## src/rtl/core/sis_pkg.sv

```systemverilog
`default_nettype none
// ----------------------------------------------------------------------------
// sis_pkg
// Shared types, codes and defaults for the sorted insert stack.
// ----------------------------------------------------------------------------
package sis_pkg;

  localparam int unsigned StackDepthDef = 16;
  localparam int unsigned DataWidthDef  = 32;

  localparam int unsigned ValueW = 32;
  localparam int unsigned FillW  = 5;

  // returned by a pop on an empty stack
  localparam logic [ValueW-1:0] EmptyPopCode = -32'sd999;

  typedef enum logic [1:0] {
    FUNC_PUSH    = 2'd0,
    FUNC_POP     = 2'd1,
    FUNC_REVERSE = 2'd2,
    FUNC_INSERT  = 2'd3
  } func_e;

  typedef enum logic [1:0] {
    STAT_DONE  = 2'd0,
    STAT_FULL  = 2'd1,
    STAT_EMPTY = 2'd2
  } status_e;

  typedef enum logic [3:0] {
    ST_IDLE,
    ST_EXEC,
    ST_POP_WAIT,
    ST_REV_HI,
    ST_REV_WLO,
    ST_REV_WHI,
    ST_INS_CMP,
    ST_INS_FIN,
    ST_RESP
  } state_e;

  typedef struct packed {
    logic [ValueW-1:0] value;
    status_e           status;
    logic              empty;
    logic              full;
    logic [FillW-1:0]  fill;
  } res_t;

endpackage : sis_pkg
`default_nettype wire

```

## src/rtl/core/sis_mem.sv

```systemverilog
`default_nettype none
// ----------------------------------------------------------------------------
// sis_mem
// Entry store: one write port, one read port, registered read data.
// ----------------------------------------------------------------------------
module sis_mem #(
  parameter int unsigned STACK_DEPTH = 16,
  parameter int unsigned DATA_WIDTH  = 32,
  localparam int unsigned AW = $clog2(STACK_DEPTH)
) (
  input  wire logic                  clk_i,
  input  wire logic                  rd_en_i,
  input  wire logic [AW-1:0]         rd_addr_i,
  output      logic [DATA_WIDTH-1:0] rd_data_o,
  input  wire logic                  wr_en_i,
  input  wire logic [AW-1:0]         wr_addr_i,
  input  wire logic [DATA_WIDTH-1:0] wr_data_i
);

  logic [DATA_WIDTH-1:0] mem_q [STACK_DEPTH];
  logic [DATA_WIDTH-1:0] rd_data_q;

  always_ff @(posedge clk_i) begin
    if (wr_en_i) begin
      mem_q[wr_addr_i] <= wr_data_i;
    end
  end

  always_ff @(posedge clk_i) begin
    if (rd_en_i) begin
      rd_data_q <= mem_q[rd_addr_i];
    end
  end

  assign rd_data_o = rd_data_q;

endmodule : sis_mem
`default_nettype wire

```

## src/rtl/core/sis_outbuf.sv

```systemverilog
`default_nettype none
// ----------------------------------------------------------------------------
// sis_outbuf
// Result register between the sequencer and the output channel.
// ----------------------------------------------------------------------------
module sis_outbuf
  import sis_pkg::*;
(
  input  wire logic                clk_i,
  input  wire logic                rst_ni,
  input  wire logic                res_valid_i,
  output      logic                res_ready_o,
  input  wire res_t                res_i,
  output      logic                out_valid_o,
  input  wire logic                out_ready_i,
  output      logic [ValueW-1:0]   result_value_o,
  output      logic [1:0]          status_o,
  output      logic                is_empty_o,
  output      logic                is_full_o,
  output      logic [FillW-1:0]    fill_count_o
);

  logic out_valid_q, out_valid_d;
  res_t res_q;
  logic load;

  assign res_ready_o = !out_valid_q || out_ready_i;
  assign load        = res_valid_i && res_ready_o;

  always_comb begin
    out_valid_d = out_valid_q;
    if (load) begin
      out_valid_d = 1'b1;
    end else if (out_ready_i) begin
      out_valid_d = 1'b0;
    end
  end

  always_ff @(posedge clk_i or negedge rst_ni) begin
    if (!rst_ni) begin
      out_valid_q <= 1'b0;
    end else begin
      out_valid_q <= out_valid_d;
    end
  end

  always_ff @(posedge clk_i) begin
    if (load) begin
      res_q <= res_i;
    end
  end

  assign out_valid_o    = out_valid_q;
  assign result_value_o = res_q.value;
  assign status_o       = res_q.status;
  assign is_empty_o     = res_q.empty;
  assign is_full_o      = res_q.full;
  assign fill_count_o   = res_q.fill;

endmodule : sis_outbuf
`default_nettype wire

```

## src/rtl/core/sis_ctrl.sv

```systemverilog
`default_nettype none
// ----------------------------------------------------------------------------
// sis_ctrl
// Operation sequencer: fill count, read-modify-write walks over the store.
// ----------------------------------------------------------------------------
module sis_ctrl
  import sis_pkg::*;
#(
  parameter int unsigned STACK_DEPTH = StackDepthDef,
  parameter int unsigned DATA_WIDTH  = DataWidthDef,
  localparam int unsigned AW = $clog2(STACK_DEPTH),
  localparam int unsigned CW = $clog2(STACK_DEPTH + 1)
) (
  input  wire logic                  clk_i,
  input  wire logic                  rst_ni,
  input  wire logic                  in_valid_i,
  output      logic                  in_ready_o,
  input  wire logic [1:0]            func_i,
  input  wire logic [ValueW-1:0]     value_i,
  output      logic                  mem_re_o,
  output      logic [AW-1:0]         mem_ra_o,
  input  wire logic [DATA_WIDTH-1:0] mem_rd_i,
  output      logic                  mem_we_o,
  output      logic [AW-1:0]         mem_wa_o,
  output      logic [DATA_WIDTH-1:0] mem_wd_o,
  output      logic                  res_valid_o,
  input  wire logic                  res_ready_i,
  output      res_t                  res_o
);

  state_e                state_q, state_d;
  func_e                 func_q, func_d;
  logic [DATA_WIDTH-1:0] x_q, x_d;
  logic [DATA_WIDTH-1:0] tmp_q, tmp_d;
  logic [CW-1:0]         count_q, count_d;
  logic [AW-1:0]         lo_q, lo_d;
  logic [AW-1:0]         hi_q, hi_d;
  logic [ValueW-1:0]     rval_q, rval_d;
  status_e               rstat_q, rstat_d;

  logic [63:0]           val_ext;
  logic [63:0]           rd_ext;
  logic [31:0]           cnt_ext;
  logic                  full, empty;
  logic [AW-1:0]         top;
  logic                  le;

  // low DATA_WIDTH bits of the input word; zero-extended above 32 bits
  assign val_ext = {32'b0, value_i};
  assign rd_ext  = 64'(signed'(mem_rd_i));
  assign cnt_ext = 32'(count_q);

  assign full  = (count_q == CW'(STACK_DEPTH));
  assign empty = (count_q == '0);
  assign top   = count_q[AW-1:0];
  assign le    = $signed(mem_rd_i) <= $signed(x_q);

  always_comb begin
    state_d  = state_q;
    func_d   = func_q;
    x_d      = x_q;
    tmp_d    = tmp_q;
    count_d  = count_q;
    lo_d     = lo_q;
    hi_d     = hi_q;
    rval_d   = rval_q;
    rstat_d  = rstat_q;
    mem_re_o = 1'b0;
    mem_ra_o = '0;
    mem_we_o = 1'b0;
    mem_wa_o = '0;
    mem_wd_o = x_q;
    in_ready_o  = 1'b0;
    res_valid_o = 1'b0;

    unique case (state_q)
      ST_IDLE: begin
        in_ready_o = 1'b1;
        if (in_valid_i) begin
          func_d  = func_e'(func_i);
          x_d     = val_ext[DATA_WIDTH-1:0];
          rval_d  = '0;
          rstat_d = STAT_DONE;
          state_d = ST_EXEC;
        end
      end
      ST_EXEC: begin
        state_d = ST_RESP;
        unique case (func_q)
          FUNC_PUSH: begin
            if (full) begin
              rstat_d = STAT_FULL;
            end else begin
              mem_we_o = 1'b1;
              mem_wa_o = top;
              count_d  = count_q + CW'(1);
            end
          end
          FUNC_POP: begin
            if (empty) begin
              rval_d  = EmptyPopCode;
              rstat_d = STAT_EMPTY;
            end else begin
              mem_re_o = 1'b1;
              mem_ra_o = top - AW'(1);
              count_d  = count_q - CW'(1);
              state_d  = ST_POP_WAIT;
            end
          end
          FUNC_REVERSE: begin
            if (empty) begin
              rstat_d = STAT_EMPTY;
            end else if (count_q != CW'(1)) begin
              lo_d     = '0;
              hi_d     = top - AW'(1);
              mem_re_o = 1'b1;
              mem_ra_o = '0;
              state_d  = ST_REV_HI;
            end
          end
          FUNC_INSERT: begin
            if (full) begin
              rstat_d = STAT_FULL;
            end else begin
              count_d = count_q + CW'(1);
              lo_d    = top;
              if (empty) begin
                mem_we_o = 1'b1;
                mem_wa_o = '0;
              end else begin
                mem_re_o = 1'b1;
                mem_ra_o = top - AW'(1);
                state_d  = ST_INS_CMP;
              end
            end
          end
        endcase
      end
      ST_POP_WAIT: begin
        rval_d  = rd_ext[ValueW-1:0];
        state_d = ST_RESP;
      end
      ST_REV_HI: begin
        tmp_d    = mem_rd_i;
        mem_re_o = 1'b1;
        mem_ra_o = hi_q;
        state_d  = ST_REV_WLO;
      end
      ST_REV_WLO: begin
        mem_we_o = 1'b1;
        mem_wa_o = lo_q;
        mem_wd_o = mem_rd_i;
        state_d  = ST_REV_WHI;
      end
      ST_REV_WHI: begin
        mem_we_o = 1'b1;
        mem_wa_o = hi_q;
        mem_wd_o = tmp_q;
        lo_d     = lo_q + AW'(1);
        hi_d     = hi_q - AW'(1);
        if ((lo_q + AW'(1)) < (hi_q - AW'(1))) begin
          mem_re_o = 1'b1;
          mem_ra_o = lo_q + AW'(1);
          state_d  = ST_REV_HI;
        end else begin
          state_d = ST_RESP;
        end
      end
      ST_INS_CMP: begin
        // read data is the entry just below slot lo_q
        mem_we_o = 1'b1;
        mem_wa_o = lo_q;
        if (le) begin
          mem_wd_o = mem_rd_i;
          lo_d     = lo_q - AW'(1);
          if (lo_q == AW'(1)) begin
            state_d = ST_INS_FIN;
          end else begin
            mem_re_o = 1'b1;
            mem_ra_o = lo_q - AW'(2);
          end
        end else begin
          state_d = ST_RESP;
        end
      end
      ST_INS_FIN: begin
        mem_we_o = 1'b1;
        mem_wa_o = lo_q;
        state_d  = ST_RESP;
      end
      ST_RESP: begin
        res_valid_o = 1'b1;
        if (res_ready_i) begin
          state_d = ST_IDLE;
        end
      end
      default: begin
        state_d = ST_IDLE;
      end
    endcase
  end

  always_comb begin
    res_o.value  = rval_q;
    res_o.status = rstat_q;
    res_o.empty  = empty;
    res_o.full   = full;
    res_o.fill   = cnt_ext[FillW-1:0];
  end

  always_ff @(posedge clk_i or negedge rst_ni) begin
    if (!rst_ni) begin
      state_q <= ST_IDLE;
      count_q <= '0;
    end else begin
      state_q <= state_d;
      count_q <= count_d;
    end
  end

  always_ff @(posedge clk_i) begin
    func_q  <= func_d;
    x_q     <= x_d;
    tmp_q   <= tmp_d;
    lo_q    <= lo_d;
    hi_q    <= hi_d;
    rval_q  <= rval_d;
    rstat_q <= rstat_d;
  end

`ifndef SYNTHESIS
  a_count_bound: assert property (@(posedge clk_i) disable iff (!rst_ni)
    count_q <= CW'(STACK_DEPTH))
    else $error("fill count above depth");

  a_no_rw_clash: assert property (@(posedge clk_i) disable iff (!rst_ni)
    (mem_we_o && mem_re_o) |-> (mem_wa_o != mem_ra_o))
    else $error("read and write to the same entry in one cycle");

  a_push_count: assert property (@(posedge clk_i) disable iff (!rst_ni)
    (state_q == ST_EXEC && func_q == FUNC_PUSH && !full)
      |=> (count_q == $past(count_q) + CW'(1)))
    else $error("push did not bump the fill count");

  a_ins_walk: assert property (@(posedge clk_i) disable iff (!rst_ni)
    (state_q == ST_INS_CMP) |-> (lo_q != '0))
    else $error("insert walk below the bottom entry");
`endif

endmodule : sis_ctrl
`default_nettype wire

```

## src/rtl/core/sorted_insert_stack_top.sv

```systemverilog
`default_nettype none
// ----------------------------------------------------------------------------
// sorted_insert_stack_top
// Bounded stack of signed words with push, pop, reverse and sorted insert.
// ----------------------------------------------------------------------------
// Input channel (in_valid_i/in_ready_o) carries func_i and value_i; output
// channel (out_valid_o/out_ready_i) returns one result per input transfer:
// popped word (EmptyPopCode if empty) or zero, status, empty/full flags
// and fill count. One item is worked at a time; the entries live in a
// single-port-read, single-port-write memory with registered read data.
// Sorted insert walks one entry per cycle through the memory port.
// A new input is taken from the cycle after the previous result enters the
// output register, even while that result waits on out_ready_i.
// Reset empties the stack at once; no clearing pass is run. A stalled
// receiver holds the result register; a further finished result waits in
// the sequencer until the register frees up.
// ----------------------------------------------------------------------------
module sorted_insert_stack_top
  import sis_pkg::*;
#(
  parameter int unsigned STACK_DEPTH = StackDepthDef,
  parameter int unsigned DATA_WIDTH  = DataWidthDef
) (
  input  wire logic                     clk_i,
  input  wire logic                     rst_ni,
  input  wire logic                     in_valid_i,
  output      logic                     in_ready_o,
  input  wire logic [1:0]               func_i,
  input  wire logic signed [ValueW-1:0] value_i,
  output      logic                     out_valid_o,
  input  wire logic                     out_ready_i,
  output      logic signed [ValueW-1:0] result_value_o,
  output      logic [1:0]               status_o,
  output      logic                     is_empty_o,
  output      logic                     is_full_o,
  output      logic [FillW-1:0]         fill_count_o
);

  localparam int unsigned AW = $clog2(STACK_DEPTH);

  logic                  mem_re, mem_we;
  logic [AW-1:0]         mem_ra, mem_wa;
  logic [DATA_WIDTH-1:0] mem_rd, mem_wd;
  logic                  res_valid, res_ready;
  res_t                  res;

  sis_mem #(
    .STACK_DEPTH (STACK_DEPTH),
    .DATA_WIDTH  (DATA_WIDTH)
  ) u_mem (
    .clk_i     (clk_i),
    .rd_en_i   (mem_re),
    .rd_addr_i (mem_ra),
    .rd_data_o (mem_rd),
    .wr_en_i   (mem_we),
    .wr_addr_i (mem_wa),
    .wr_data_i (mem_wd)
  );

  sis_ctrl #(
    .STACK_DEPTH (STACK_DEPTH),
    .DATA_WIDTH  (DATA_WIDTH)
  ) u_ctrl (
    .clk_i       (clk_i),
    .rst_ni      (rst_ni),
    .in_valid_i  (in_valid_i),
    .in_ready_o  (in_ready_o),
    .func_i      (func_i),
    .value_i     (value_i),
    .mem_re_o    (mem_re),
    .mem_ra_o    (mem_ra),
    .mem_rd_i    (mem_rd),
    .mem_we_o    (mem_we),
    .mem_wa_o    (mem_wa),
    .mem_wd_o    (mem_wd),
    .res_valid_o (res_valid),
    .res_ready_i (res_ready),
    .res_o       (res)
  );

  sis_outbuf u_outbuf (
    .clk_i          (clk_i),
    .rst_ni         (rst_ni),
    .res_valid_i    (res_valid),
    .res_ready_o    (res_ready),
    .res_i          (res),
    .out_valid_o    (out_valid_o),
    .out_ready_i    (out_ready_i),
    .result_value_o (result_value_o),
    .status_o       (status_o),
    .is_empty_o     (is_empty_o),
    .is_full_o      (is_full_o),
    .fill_count_o   (fill_count_o)
  );

endmodule : sorted_insert_stack_top
`default_nettype wire
```

## config.mk

```make
export PLATFORM = sky130hd
export DESIGN_NAME = sorted_insert_stack_top
export DESIGN_NICKNAME = d
export VERILOG_FILES = /design/src/rtl/core/sis_pkg.sv /design/src/rtl/core/sis_mem.sv /design/src/rtl/core/sis_outbuf.sv /design/src/rtl/core/sis_ctrl.sv /design/src/rtl/core/sorted_insert_stack_top.sv
export SDC_FILE = /design/constraint.sdc
export NUM_CORES = 1
export LEC_CHECK = 0
export ABC_CLOCK_PERIOD_IN_PS = 13700
export BUFFER_PORTS_ARGS = -buffer_cell sky130_fd_sc_hd__buf_2
export CORE_ASPECT_RATIO = 1.25
export CORE_MARGIN = 4
export CORE_UTILIZATION = 30
export CTS_CLUSTER_DIAMETER = 40
export CTS_CLUSTER_SIZE = 8
export DETAILED_ROUTE_END_ITERATION = 8
export PLACE_DENSITY = 0.42
export SYNTH_ARGS = -nofsm -noshare
export SYNTH_HDL_FRONTEND = slang
export SYNTH_SLANG_ARGS = --single-unit
```

## constraint.sdc

```tcl
create_clock -name clk_i -period 13.7 [get_ports clk_i]
set_input_delay 0.685 -clock clk_i [delete_from_list [all_inputs] [get_ports clk_i]]
set_output_delay 0.685 -clock clk_i [all_outputs]
set_load 0.1 [all_outputs]
```

After elaboration in Yosys (flattened, before gate mapping)
Memory sizes are Yosys's and may differ from the RTL's. A register that Yosys moved wholly into a read port is not among the register bits.
Index checks and enable logic that the tools add are counted.
Operators by class
  add/sub/neg operators: 7
  magnitude comparators: 2
  equal/unequal tests: 31
  muxes and demuxes: 66
  reduce and logical (&&, ||, !) cells: 24
Operator list (count)
  $pmux W32 S3: 2
  $mux W32: 4
  $mux W4: 24
  $pmux W4 S3: 3
  $le A32 B32 Y1: 1
  $pmux W4 S8: 1
  $pmux W4 S2: 3
  $eq A4 B3 Y1 const B: 4
  $mux W1: 16
  $pmux W4 S4: 1
  $reduce_and A4 Y1: 4
  $ne A2 B2 Y1 const B: 6
  $ne A3 B2 Y1 const B: 4
  $sub A4 B1 Y4 const B: 3
  $mux W5: 2
  $pmux W5 S2: 1
  $ne A3 B3 Y1 const B: 3
  $eq A4 B1 Y1 const B: 2
  $eq A4 B2 Y1 const B: 2
  $ne A2 B1 Y1 const B: 4
  $pmux W2 S2: 2
  $reduce_bool A2 Y1: 4
  $mux W2: 3
  $reduce_and A6 Y1: 1
  other kinds (25): 30
Word-level totals
  flip-flop bits (word level): 159
  RAM bits: 512
  input port bits: 38
  output and inout port bits: 43
  logic and storage cells: 146
  memories kept: 1
Memory list
  u_mem.mem_q: words 16, width 32, rd ports 1, clocked after Yosys merged registers in 1, wr ports 1, line sis_mem.sv:20  | logic [DATA_WIDTH-1:0] mem_q [STACK_DEPTH];

Logic depth before layout (Yosys ltp)
Gate-level depths: netlist of run 1.
  word-level depth: 7
  depth in mapped cells: 15
  mapped depth without buffers: 12

By module
From an unflattened synthesis of run 1, not the netlist that was laid out.
Unflattened totals
  cell total of the unflattened synthesis: 1459
  area, all modules: 27928.0 um^2
Modules (own cells, without submodules)
  sis_mem: times used 1, cells each 838, area an instance 20155.6 um^2, sequential area each 16335.7 um^2
  sis_ctrl: times used 1, cells each 576, area an instance 6487.5 um^2, sequential area each 3468.3 um^2
  sis_outbuf: times used 1, cells each 45, area an instance 1285.0 um^2, sequential area each 1256.2 um^2

Worst setup path before layout of run 1
Ideal clock, no wire load.
  path kind: register to register
  start point: reg u_ctrl.state_q[3]
  end point: reg u_ctrl.func_q[0] (enable)
  library setup time: 0.510 ns
  arrival: 4.193 ns
  data required time: 13.190 ns
  slack: 8.996 ns
  cell stages (with the launch flop): 5
  buffers on the path: 2
  period minus slack after synthesis: 4.704 ns
  path through: dfrtp_1 > buf_4 > or2_2 > clkbuf_1 > nor4_1
Between the ends
  cells in the longest elaborated chain, start to end: 2
RTL lines
  from (decl): line sis_ctrl.sv:31  | state_e state_q, state_d;
  from (signal assigned): line sis_ctrl.sv:216  | state_q <= state_d;
  $logic_not A4 Y1: line sis_ctrl.sv:76  | unique case (state_q)
  $reduce_and A2 Y1 (no line)
  to (signal assigned): line sis_ctrl.sv:222  | func_q <= func_d;
  to (decl): line sis_ctrl.sv:32  | func_e func_q, func_d;
Every way passes these cells.
A chain may end at the register's enable or synchronous reset.

Worst setup path after layout of run 1
  start point: reg u_mem.rd_data_q[31] (netlist: u_mem.rd_data_o[31]) (read register of u_mem.mem_q)
  end point: reg u_mem.rd_data_q[11] (netlist: u_mem.rd_data_o[11]) (read register of u_mem.mem_q) (data pin)
Between the ends
  cells in the longest elaborated chain, start to end: 3
  elaborated cells on any way between the ends: 5
  classes of those cells: order compare (1); mux (4)
RTL lines
  from (decl): line sis_mem.sv:21  | logic [DATA_WIDTH-1:0] rd_data_q;
  $le A32 B32 Y1 *: line sis_ctrl.sv:56  | assign le = $signed(mem_rd_i) <= $signed(x_q);
  $mux W4 / $mux W1 (equally long branches): line sis_ctrl.sv:173  | if (le) begin
  $pmux W4 S4 / $pmux W1 S4 (equally long branches): line sis_ctrl.sv:76
Mark *: on every way between the ends. The rest lies on a longest branch, timed or not.

==> flow_summary.json, run 1 <==
{
  "rsz0062_at_grt": "false",
  "worst_setup_path_end_kind": "flip-flop",
  "synth_cell_type_count": 69,
  "die_area_mm2": 0.101,
  "synth_fp_nets": 1789,
  "clk_pin_slew_ns": 0.05,
  "timing.final.ws_setup_ns": 7.73,
  "numCtsBuffers": 110,
  "fin_area_mm2": 0.0339,
  "finalCritPeriodShare_pct": 43.5,
  "firstDrtPassIters": 5,
  "power_density_mw_per_mm2": 230,
  "min_from": "value_i[19]",
  "holdPathEnd": "u_ctrl.x_q[19]",
  "post_dp_cell_area_mm2": 0.0307,
  "place_ws_ns": 7.72,
  "crit_type": "flip-flop to flip-flop",
  "drive_above_1_share_pct": 23.3,
  "die_x_um": 284,
  "nFillCells": 8862,
  "grt_pass1_vias": 16400,
  "gr-total-overflow": 0,
  "fp-row-count": 126,
  "layout_min_cycle_time_ns": 5.97,
  "port_buffers": 80,
  "vias": 15800,
  "synth_compound_area_share_pct": 7.45,
  "synth_ff_type": "edfxtp_1",
  "synthMuxAreaShare_pct": 9.61,
  "holdPathStages": 1,
  "slew_headroom_pct": 30.8,
  "postCtsSetupRepairBufs": 0,
  "root_buffer": "clkbuf_16",
  "grt_antenna_before_repair": 4,
  "cp_max_fo": 56,
  "synth-xor-area-share_pct": 0.398,
  "max_cap_viol_count": 0,
  "hold_ws_ns": 0.190,
  "synth_simple_gate_area_share_pct": 4.53,
  "ys_async_sr_fraction_pct": 1.42,
  "ios": 81,
  "netlist_instances": 1700,
  "synthAdderAreaFrac_pct": 2.23,
  "netlist_area_mm2": 0.0286,
  "cp_data_arrival_time_ns": 6.34,
  "drtIter0Drc": 950,
  "nNetsFinal": 1935,
  "timing.rr.start": "u_mem.rd_data_o[31]",
  "cts_hold_buf": 1,
  "die_h_um": 353,
  "h-tree-depth": 3,
  "ys_warn_count": 0,
  "gp_congestion": 0.757,
  "drc": 0,
  "syn_to_final_growth_pct": 18.5,
  "grt_max_degree": 150,
  "worst_pin_slew_ns": 1.04,
  "cts_tree": "yes",
  "cp-start-kind": "flip-flop",
  "insertion_delay_ns": 0.67,
  "synth_top_family_by_area": "multiplexers",
  "cts_resized": 0,
  "hold_path_class": "primary input to flip-flop",
  "max_freq_mhz": 168,
  "ff2ff_path_depth": 12,
  "place_hpwl_um": 44500,
  "required_ns": 14.08,
  "reg2reg_setup_slack_ns": 7.73,
  "grt_pass1_wl_um": 119000,
  "ir_worst_vdd_mv": 0.212,
  "hold_viol": 0,
  "viasPerCell": 5.07,
  "synth-seq-cells": 703,
  "cts_sinks": 703,
  "fin_setup_tns_ns": 0,
  "ctsLongestPathBuffers": 3,
  "wirelength_um": 84000,
  "ys_seq_area_share_pct": 73.5,
  "grt.total_usage_pct": 16.4,
  "worstReg2RegEnd": "u_mem.rd_data_o[11]",
  "drv_slew": 0,
  "initial_core_util_pct": 30.3,
  "skew_ns": 0.0317,
  "synth_edf_count": 693,
  "status": "finished clean",
  "ant_nets": 0,
  "synth.avg_cell_area_um2": 16.8,
  "p_leak_nw": 11.4,
  "coreArea_mm2": 0.0946,
  "wl_per_cell_um": 27.0,
  "finalSetupViolCount": 0
}
[cells by family (layout without fill, tap and decap cells)]
| logic type | after synthesis | count (layout) |
|---|---|---|
| buffers and inverters | 138 | 337 |
| other | 0 | 1 |
| AO/OA/AOI/OAI | 289 | 289 |
| XOR/XNOR | 13 | 13 |
| AND/OR/NAND/NOR | 247 | 247 |
| adder cells (fa/ha/maj) | 51 | 51 |
| flip-flops | 703 | 703 |
| multiplexers | 259 | 259 |
[Yosys cell counts (3+ instances only)]
| cell type | instances | share of area (%) |
|---|---|---|
| nor4_2 | 3 | 0.13 |
| nor3_1 | 7 | 0.12 |
| o211ai_1 | 4 | 0.10 |
| and3_1 | 3 | 0.066 |
| o21ai_1 | 3 | 0.052 |
| buf_4 | 17 | 0.45 |
| nand2b_1 | 9 | 0.20 |
| dfrtp_1 | 10 | 0.87 |
| or3_1 | 3 | 0.066 |
| inv_1 | 49 | 0.64 |
| buf_2 | 30 | 0.52 |
| mux2_1 | 6 | 0.24 |
| a211oi_1 | 4 | 0.10 |
| o21ai_0 | 16 | 0.28 |
| a22o_1 | 66 | 2.0 |
| o211ai_2 | 3 | 0.13 |
| or2_2 | 5 | 0.11 |
| ha_1 | 51 | 2.2 |
| clkbuf_1 | 37 | 0.48 |
| or4_1 | 32 | 0.84 |
| o22ai_1 | 65 | 1.4 |
| nor2_1 | 51 | 0.67 |
| xor2_1 | 6 | 0.18 |
| mux2i_1 | 130 | 4.5 |
| edfxtp_1 | 693 | 73 |
| nand4_1 | 12 | 0.26 |
| a221o_1 | 32 | 1.1 |
| buf_6 | 3 | 0.12 |
| nor4_1 | 4 | 0.087 |
| xnor2_1 | 7 | 0.21 |
| nor2b_1 | 12 | 0.26 |
| a31oi_1 | 3 | 0.066 |
| and2_1 | 7 | 0.15 |
| mux2_2 | 123 | 4.8 |
| nand2_1 | 80 | 1.0 |
| a21oi_1 | 62 | 1.1 |
| nand3_1 | 10 | 0.17 |
[power by group]
group	internal, W	switching (W)
Combinational	0.000682	0.00150
Sequential	0.00297	0.000159
Clock	0.00156	0.000930
[metrics by stage]
stage | util [%] | power (W) | cells
finish | 35.9 | 0.00781 | 3116
global route | 35.9 | 0.00818 | 3116
CTS | 35.9 | 0.00791 | 3115
detailed placement | 32.4 | 0.00539 | 2949
global placement | 32.4 | 0.00535 | 2949
floorplan | - | 0.00459 | 1700
[cells in the final DEF, fill, tap and decap left out, types with 9 or more instances in the layout]
master and count:
or4_1 32, a221o_1 32, inv_1 49, ha_1 51, nand2b_1 9, o22ai_1 65, nor2_1 37, dfrtp_1 10
clkbuf_1 18, a21oi_1 62, edfxtp_1 693, nand4_1 12, nand3_1 10, clkbuf_16 111, nor2_4 14, buf_2 80
nand2_1 80, mux2_2 123, o21ai_0 16, buf_4 40, mux2i_1 130, a22o_1 66
[layout make-up]
cell class / instances / area (um^2) / area share, %
Clock buffer: 136 / 2940 / 8.67
Multi-Input combinational cell: 859 / 7180 / 21.2
Antenna cell: 1 / 2.50 / 0.00737
Inverter: 50 / 188 / 0.553
Timing Repair Buffer: 122 / 731 / 2.15
Clock inverter: 29 / 317 / 0.933
Sequential cell: 703 / 21100 / 62.0
Tap cell: 1216 / 1520 / 4.48
[worst max-delay path by stage]
stage / start / to / slack (ns)
after global routing: u_mem.rd_data_o[31] / u_mem.rd_data_o[14] / 7.47
after detailed placement: u_mem.rd_data_o[31] / u_mem.rd_data_o[14] / 7.72
after global placement: u_mem.rd_data_o[31] / u_mem.rd_data_o[14] / 7.79
final: u_mem.rd_data_o[31] / u_mem.rd_data_o[11] / 7.73
after floorplan: u_ctrl.state_q[3] / u_ctrl.func_q[0] / 9.00
after CTS: u_mem.rd_data_o[31] / u_mem.rd_data_o[14] / 7.67
[critical path: stages (launching register included)]
cell	delay, ns
edfxtp_1	0.48
ha_1	0.53
nand4_2	0.22
nor4_2	0.69
nand3_1	0.50
o221ai_2	0.29
a21oi_2	0.07
o41ai_4	0.08
buf_4	0.71
buf_4	0.82
mux2_2	0.41
a22o_1	0.23
or4_1	0.51
[flip-flops by register name, summed over array words and instances, names as in the netlist, 5 cells and up]
signal / cells
u_mem.rd_data_o: 32
u_ctrl.x_q: 32
u_ctrl.tmp_q: 32
u_outbuf.result_value_o: 32
u_mem.mem_q: 512
u_ctrl.rval_q: 32
u_outbuf.fill_count_o: 5
u_ctrl.count_q: 5
[routing by layer]
metal / vias up / routed length (um) / GRT usage, %
met5: - / 20 / 0
met4: 2 / 2140 / 5.55
met3: 120 / 3890 / 2.54
met2: 439 / 41800 / 28.2
met1: 8214 / 36200 / 21.2
li1: 7028 / - / -
Note: power is estimated with default switching activity, not from simulation.
==> inputs of run 2 (changes only) <==
--- a/config.mk
+++ b/config.mk
@@ -5,7 +5,7 @@
 export SDC_FILE = /design/constraint.sdc
 export NUM_CORES = 1
 export LEC_CHECK = 0
-export ABC_CLOCK_PERIOD_IN_PS = 13700
+export ABC_CLOCK_PERIOD_IN_PS = 6250
 export BUFFER_PORTS_ARGS = -buffer_cell sky130_fd_sc_hd__buf_2
 export CORE_ASPECT_RATIO = 1.25
 export CORE_MARGIN = 4
==> constraint.sdc (replaced) <==
create_clock -name clk_i -period 6.25 [get_ports clk_i]
set_input_delay 0.3125 -clock clk_i [delete_from_list [all_inputs] [get_ports clk_i]]
set_output_delay 0.3125 -clock clk_i [all_outputs]
set_load 0.1 [all_outputs]
==> flow_summary.json, run 2 (synthesis results as in run 1) <==
{
  "ios": 81,
  "postCtsSetupRepairBufs": 0,
  "hold_path_class": "primary input to async pin",
  "insertion_delay_ns": 0.67,
  "drv_slew": 0,
  "h-tree-depth": 3,
  "drive_above_1_share_pct": 23.4,
  "crit_cells": 10,
  "drtIter0Drc": 1125,
  "layout_common_cells": "edfxtp_1, mux2i_1, mux2_2",
  "grt_pass1_wl_um": 121000,
  "max_freq_mhz": 193,
  "crit_chain": "ha_1 -> nand4_1 -> a2111oi_0 -> o31a_2 -> or3_1 -> a21oi_2 -> a211oi_4 -> buf_4 -> a22o_1 -> a21o_1",
  "ctsLongestPathBuffers": 3,
  "switchingPower_w": 0.00573,
  "nNetsFinal": 1986,
  "crit_family": "compound AO/OA/AOI/OAI gates",
  "intPower_w": 0.0115,
  "drc": 0,
  "cp-start-kind": "flip-flop",
  "top_register": "u_mem.mem_q",
  "cp_num_buf_inv": 1,
  "cp-startpoint": "u_mem.rd_data_o[13]",
  "die_x_um": 284,
  "slew_headroom_pct": 24.0,
  "timing.final.ws_setup_ns": 1.06,
  "gp_congestion": 0.807,
  "p_clk_share_pct": 32.1,
  "required_ns": 6.65,
  "p_comb_share_pct": 28.0,
  "cp_max_fo": 20,
  "cts_sinks": 703,
  "grt_pass1_vias": 16600,
  "cts_tree": "yes",
  "worstReg2RegEnd": "u_mem.mem_q[7][0]",
  "grt_antenna_before_repair": 0,
  "finalCritPeriodShare_pct": 83.0,
  "grt.total_usage_pct": 16.5,
  "viasPerCell": 5.12,
  "critical_path.slowest_cell": "a2111oi_0",
  "p_leak_nw": 11.6,
  "seqPwrFrac_pct": 39.9,
  "wirelength_um": 84700,
  "slowest_delay_ns": 1.01,
  "final_common_cell": "edfxtp_1",
  "numCtsBuffers": 112,
  "finalPower_w": 0.0172,
  "die_area_mm2": 0.101,
  "worst_setup_path_end_kind": "flip-flop",
  "hold_viol": 0,
  "cp_data_arrival_time_ns": 5.59,
  "place_hpwl_um": 48900,
  "ff2ff_path_depth": 10,
  "netSwitchingFraction_pct": 33.2,
  "finalSetupViolCount": 0,
  "nFillCells": 8830,
  "initial_core_util_pct": 30.3,
  "grt_max_degree": 64,
  "skew_ns": 0.0244,
  "largest_reg_flops": 512,
  "rsz0062_at_grt": "false",
  "ant_nets": 0,
  "timing.rr.start": "u_mem.rd_data_o[13]",
  "syn_to_final_growth_pct": 20.4,
  "fin_setup_tns_ns": 0,
  "max_cap_viol_count": 0,
  "fin_area_mm2": 0.0345,
  "wl_per_cell_um": 26.8,
  "layout_min_cycle_time_ns": 5.19,
  "worst_pin_slew_ns": 1.11,
  "n_antenna_cell": 0,
  "reg2reg_setup_slack_ns": 1.06,
  "coreArea_mm2": 0.0946,
  "vias": 16200,
  "post_dp_cell_area_mm2": 0.0308,
  "gr-total-overflow": 0,
  "fp-row-count": 126,
  "port_buffers": 80,
  "crit_type": "flip-flop to flip-flop",
  "place_ws_ns": 1.05,
  "power_density_mw_per_mm2": 500,
  "die_h_um": 353,
  "ir_worst_vdd_mv": 0.249,
  "clk_pin_slew_ns": 0.05,
  "firstDrtPassIters": 7,
  "status": "finished clean",
  "root_buffer": "clkbuf_16"
}
-- run 2: layer usage --
| metal | wire length [um] | track usage (%) | up-vias | part of all wire (%) |
|---|---|---|---|---|
| met5 | 0 | 0 | - | 0 |
| met4 | 1740 | 4.83 | 0 | 2.1 |
| met3 | 4160 | 2.87 | 106 | 4.9 |
| met2 | 41800 | 28.1 | 473 | 49 |
| met1 | 37000 | 21.8 | 8479 | 44 |
| li1 | - | - | 7130 | - |
-- run 2: timing repair --
action,CTS,global route
endpoints found under the hold margin,46,0
gates resized for setup,0,0
hold buffers,37,0
-- run 2: worst max path at each step --
| stage | to |
|---|---|
| floorplan | u_ctrl.func_q[0] |
| global route | u_mem.mem_q[9][4] |
| detailed placement | u_mem.mem_q[10][7] |
| finish | u_mem.mem_q[7][0] |
| CTS | u_mem.mem_q[3][7] |
| global placement | u_mem.mem_q[11][4] |
-- run 2: through the flow --
stage | std cells | util, % | hold WS (ns)
floorplan | 1700 | - | 0.0169
global placement | 2962 | 32.6 | 0.208
detailed placement | 2962 | 32.6 | 0.211
CTS | 3163 | 36.5 | 0.0157
global route | 3163 | 36.5 | 0.0611
finish | 3163 | 36.5 | 0.0555
-- run 2: area by class of cell --
class	count	area, um^2	share of cell area [%]
inverters	50	188	0.544
clock buffers	129	2910	8.43
multi-input cells	859	7180	20.8
flip-flops and latches	703	21100	61.1
clock inverters	35	373	1.08
well taps	1216	1520	4.41
repair buffers	171	1250	3.63
-- run 2: power groups by stage --
| stage | Clock [W] | Combinational (W) | Sequential (W) |
|---|---|---|---|
| 2_1_floorplan | 0 | 0.00300 | 0.00706 |
| 3_3_place_gp | 0 | 0.00482 | 0.00695 |
| 3_5_place_dp | 0 | 0.00487 | 0.00696 |
| 4_1_cts | 0.00567 | 0.00490 | 0.00688 |
| 5_1_grt | 0.00589 | 0.00521 | 0.00693 |
| 6_report | 0.00552 | 0.00483 | 0.00687 |
==> inputs of run 3 (changes only) <==
--- a/config.mk
+++ b/config.mk
@@ -5,7 +5,8 @@
 export SDC_FILE = /design/constraint.sdc
 export NUM_CORES = 1
 export LEC_CHECK = 0
-export ABC_CLOCK_PERIOD_IN_PS = 6250
+export ABC_AREA = 1
+export ABC_CLOCK_PERIOD_IN_PS = 5100
 export BUFFER_PORTS_ARGS = -buffer_cell sky130_fd_sc_hd__buf_2
 export CORE_ASPECT_RATIO = 1.25
 export CORE_MARGIN = 4
==> constraint.sdc (replaced) <==
create_clock -name clk_i -period 5.1 [get_ports clk_i]
set_input_delay 0.255 -clock clk_i [delete_from_list [all_inputs] [get_ports clk_i]]
set_output_delay 0.255 -clock clk_i [all_outputs]
set_load 0.1 [all_outputs]
==> flow_summary.json, run 3 <==
{
  "coreArea_mm2": 0.103,
  "top_register": "u_mem.mem_q",
  "place_hpwl_um": 49500,
  "synth.avg_cell_area_um2": 11.0,
  "fin_setup_tns_ns": 0,
  "use_met3_pct": 2.46,
  "switchingPower_w": 0.00775,
  "critical_path.slowest_cell": "edfxtp_1",
  "synth-seq-cells": 703,
  "max_freq_mhz": 219,
  "netlist_instances": 2825,
  "grt_pass1_wl_um": 136000,
  "synth_area_leaders": "edfxtp_1, nand3_1, nand2_1",
  "drc": 0,
  "seqPwrFrac_pct": 38.3,
  "rsz0062_at_grt": "false",
  "skew_ns": 0.0302,
  "die_area_mm2": 0.109,
  "numCtsBuffers": 115,
  "grt.total_usage_pct": 16.8,
  "cp-start-kind": "flip-flop",
  "drive_above_1_share_pct": 12.0,
  "cts_resized": 0,
  "nNetsFinal": 3076,
  "cts_sinks": 703,
  "fp-row-count": 131,
  "insertion_delay_ns": 0.69,
  "worst_setup_path_end_kind": "flip-flop",
  "clk_pin_slew_ns": 0.05,
  "intPower_w": 0.0145,
  "firstDrtPassIters": 5,
  "cp_num_buf_inv": 2,
  "p_comb_share_pct": 28.5,
  "ys_warn_count": 0,
  "netSwitchingFraction_pct": 34.8,
  "ant_nets": 0,
  "crit_family": "compound AO/OA/AOI/OAI gates",
  "ir_worst_vdd_mv": 0.338,
  "port_buffers": 80,
  "ys_async_sr_fraction_pct": 1.42,
  "grtUsageMet1_pct": 21.3,
  "layout_min_cycle_time_ns": 4.57,
  "final_common_cell": "edfxtp_1",
  "root_buffer": "clkbuf_16",
  "synth_fp_nets": 2914,
  "reg2reg_setup_slack_ns": 0.53,
  "crit_path_frequent_cell": "nand2_1",
  "use_met2_pct": 28.9,
  "nFillCells": 10100,
  "syn_to_final_growth_pct": 20.2,
  "drtIter0Drc": 1521,
  "initial_core_util_pct": 30.4,
  "die_h_um": 368,
  "synth_top_area_cell": "edfxtp_1",
  "finalPower_w": 0.0223,
  "status": "finished clean",
  "crit_type": "flip-flop to flip-flop",
  "top_usage_layer": "met2",
  "hold_path_class": "primary input to flip-flop",
  "slew_headroom_pct": 23.8,
  "ctsLongestPathBuffers": 3,
  "p_clk_share_pct": 33.2,
  "drv_slew": 0,
  "largest_reg_flops": 512,
  "netlist_area_mm2": 0.0312,
  "yosysMostFrequentCell": "edfxtp_1",
  "synth_edf_count": 693,
  "grt_antenna_before_repair": 3,
  "grt_pass1_vias": 20800,
  "gr-total-overflow": 0,
  "cp_max_fo": 76,
  "h-tree-depth": 3,
  "max_cap_viol_count": 0,
  "layout_common_cells": "edfxtp_1, nand3_1, nand2_1",
  "gp_congestion": 0.806,
  "hold_viol": 0,
  "worst_pin_slew_ns": 1.14,
  "grt_max_degree": 184,
  "die_x_um": 296,
  "power_density_mw_per_mm2": 594,
  "yosysTopAreaCellShare_pct": 66.7,
  "vias": 21200,
  "synth_cell_type_count": 47,
  "synth_commonest_cells": "edfxtp_1, nand3_1, nand2_1, inv_1, buf_2",
  "synth_ff_type": "edfxtp_1",
  "viasPerCell": 4.84,
  "finalCritPeriodShare_pct": 89.6,
  "p_leak_nw": 14.9,
  "wirelength_um": 92600,
  "cts_tree": "yes",
  "ys_seq_area_share_pct": 67.5,
  "finalSetupViolCount": 0,
  "required_ns": 5.45,
  "slowest_delay_ns": 0.58,
  "crit_chain": "inv_1 -> ha_1 -> ha_1 -> a21boi_0 -> o211ai_1 -> o211ai_1 -> nor2_4 -> a21oi_4 -> nand2_8 -> buf_4 -> nand2_1 -> nand2_1 -> nand2_1 -> nand3_1 -> nand3_1 -> nand2_1",
  "wl_per_cell_um": 21.1,
  "cp_data_arrival_time_ns": 4.92,
  "ios": 81
}
==> run 3: cell types whose count changed after synthesis, moves of 33 or more <==
| cell | previous run | this run |
|---|---|---|
| nand3_1 | 10 | 619 |
| nand2_1 | 80 | 560 |
| inv_1 | 49 | 420 |
| mux2i_1 | 130 | 2 |
| mux2_2 | 123 | 0 |
| buf_2 | 30 | 113 |
| nand3b_1 | 2 | 70 |
| a22o_1 | 66 | 0 |
| o22ai_1 | 65 | 5 |
| nor2_1 | 51 | 84 |
==> run 3: worst min-delay path, cell delays in order <==
cell and delay (ns):
buf_2 0.09, nor2_1 0.11, nor3_1 0.24
==> run 3: worst paths after layout <==
path | startpoint | end | depth (start not counted)
setup / recovery | u_ctrl.lo_q[0] | u_mem.rd_data_o[25] | 16
hold / removal | in_valid_i | u_ctrl.state_q[0] | 3
setup reg to reg | u_ctrl.lo_q[0] | u_mem.rd_data_o[25] | 16
hold reg to reg | u_ctrl.rval_q[13] | u_outbuf.result_value_o[13] | 0
max in group asynchronous | rst_ni | u_ctrl.count_q[4] | 3
min in group asynchronous | rst_ni | u_ctrl.state_q[2] | 3
==> run 3: kinds of logic (layout without fill, tap and decap cells) <==
group / count (synthesis) / count (layout) / synth area share (%)
buf+inv: 583 / 811 / 7.53
other cells: 0 / 2 / 0
compound gates: 119 / 119 / 2.59
fa+ha+maj: 51 / 51 / 2.05
simple gates: 1356 / 1356 / 19.9
flops: 703 / 703 / 67.5
xor+xnor: 11 / 11 / 0.309
mux: 2 / 2 / 0.0642
==> run 3: power groups by stage <==
stage / Combinational, W / Sequential (W) / Clock (W)
after floorplan: 0.00362 / 0.00884 / 0
after global placement: 0.00632 / 0.00863 / 0
after detailed placement: 0.00639 / 0.00864 / 0
after CTS: 0.00643 / 0.00853 / 0.00757
after global routing: 0.00702 / 0.00859 / 0.00781
final: 0.00634 / 0.00853 / 0.00739
==> run 3: layout make-up <==
type | count | area, um^2 | area share (%)
Multi-Input combinational cell | 1539 | 7990 | 21.3
Inverter | 428 | 1610 | 4.30
Antenna cell | 2 | 5.00 | 0.0134
Timing Repair Buffer | 200 | 1540 | 4.12
Clock buffer | 143 | 3070 | 8.18
Clock inverter | 40 | 546 | 1.46
Tap cell | 1330 | 1660 | 4.44
Sequential cell | 703 | 21100 | 56.2
==> run 3: stage by stage <==
stage	utilization, %	setup WS (ns)	instances	hold slack, ns	cell area (um^2)
2_1_floorplan	-	0.988	2825	-0.0406	31200
3_3_place_gp	32.6	0.603	4163	0.150	33500
3_5_place_dp	32.6	0.582	4163	0.148	33500
4_1_cts	36.5	0.518	4383	0.00432	37500
5_1_grt	36.5	0.267	4383	0.0542	37500
6_report	36.5	0.529	4385	0.0692	37500
==> run 3: per-layer routing <==
layer	routed length, um	part of all wire, %
met5	0	0
met4	2580	2.8
met1	39400	43
met2	45500	49
met3	5050	5.5
==> run 3: what timing repair did <==
item,in CTS,in global routing
hold buffers,37,0
hold endpoints to repair,46,0
buffers inserted,0,0
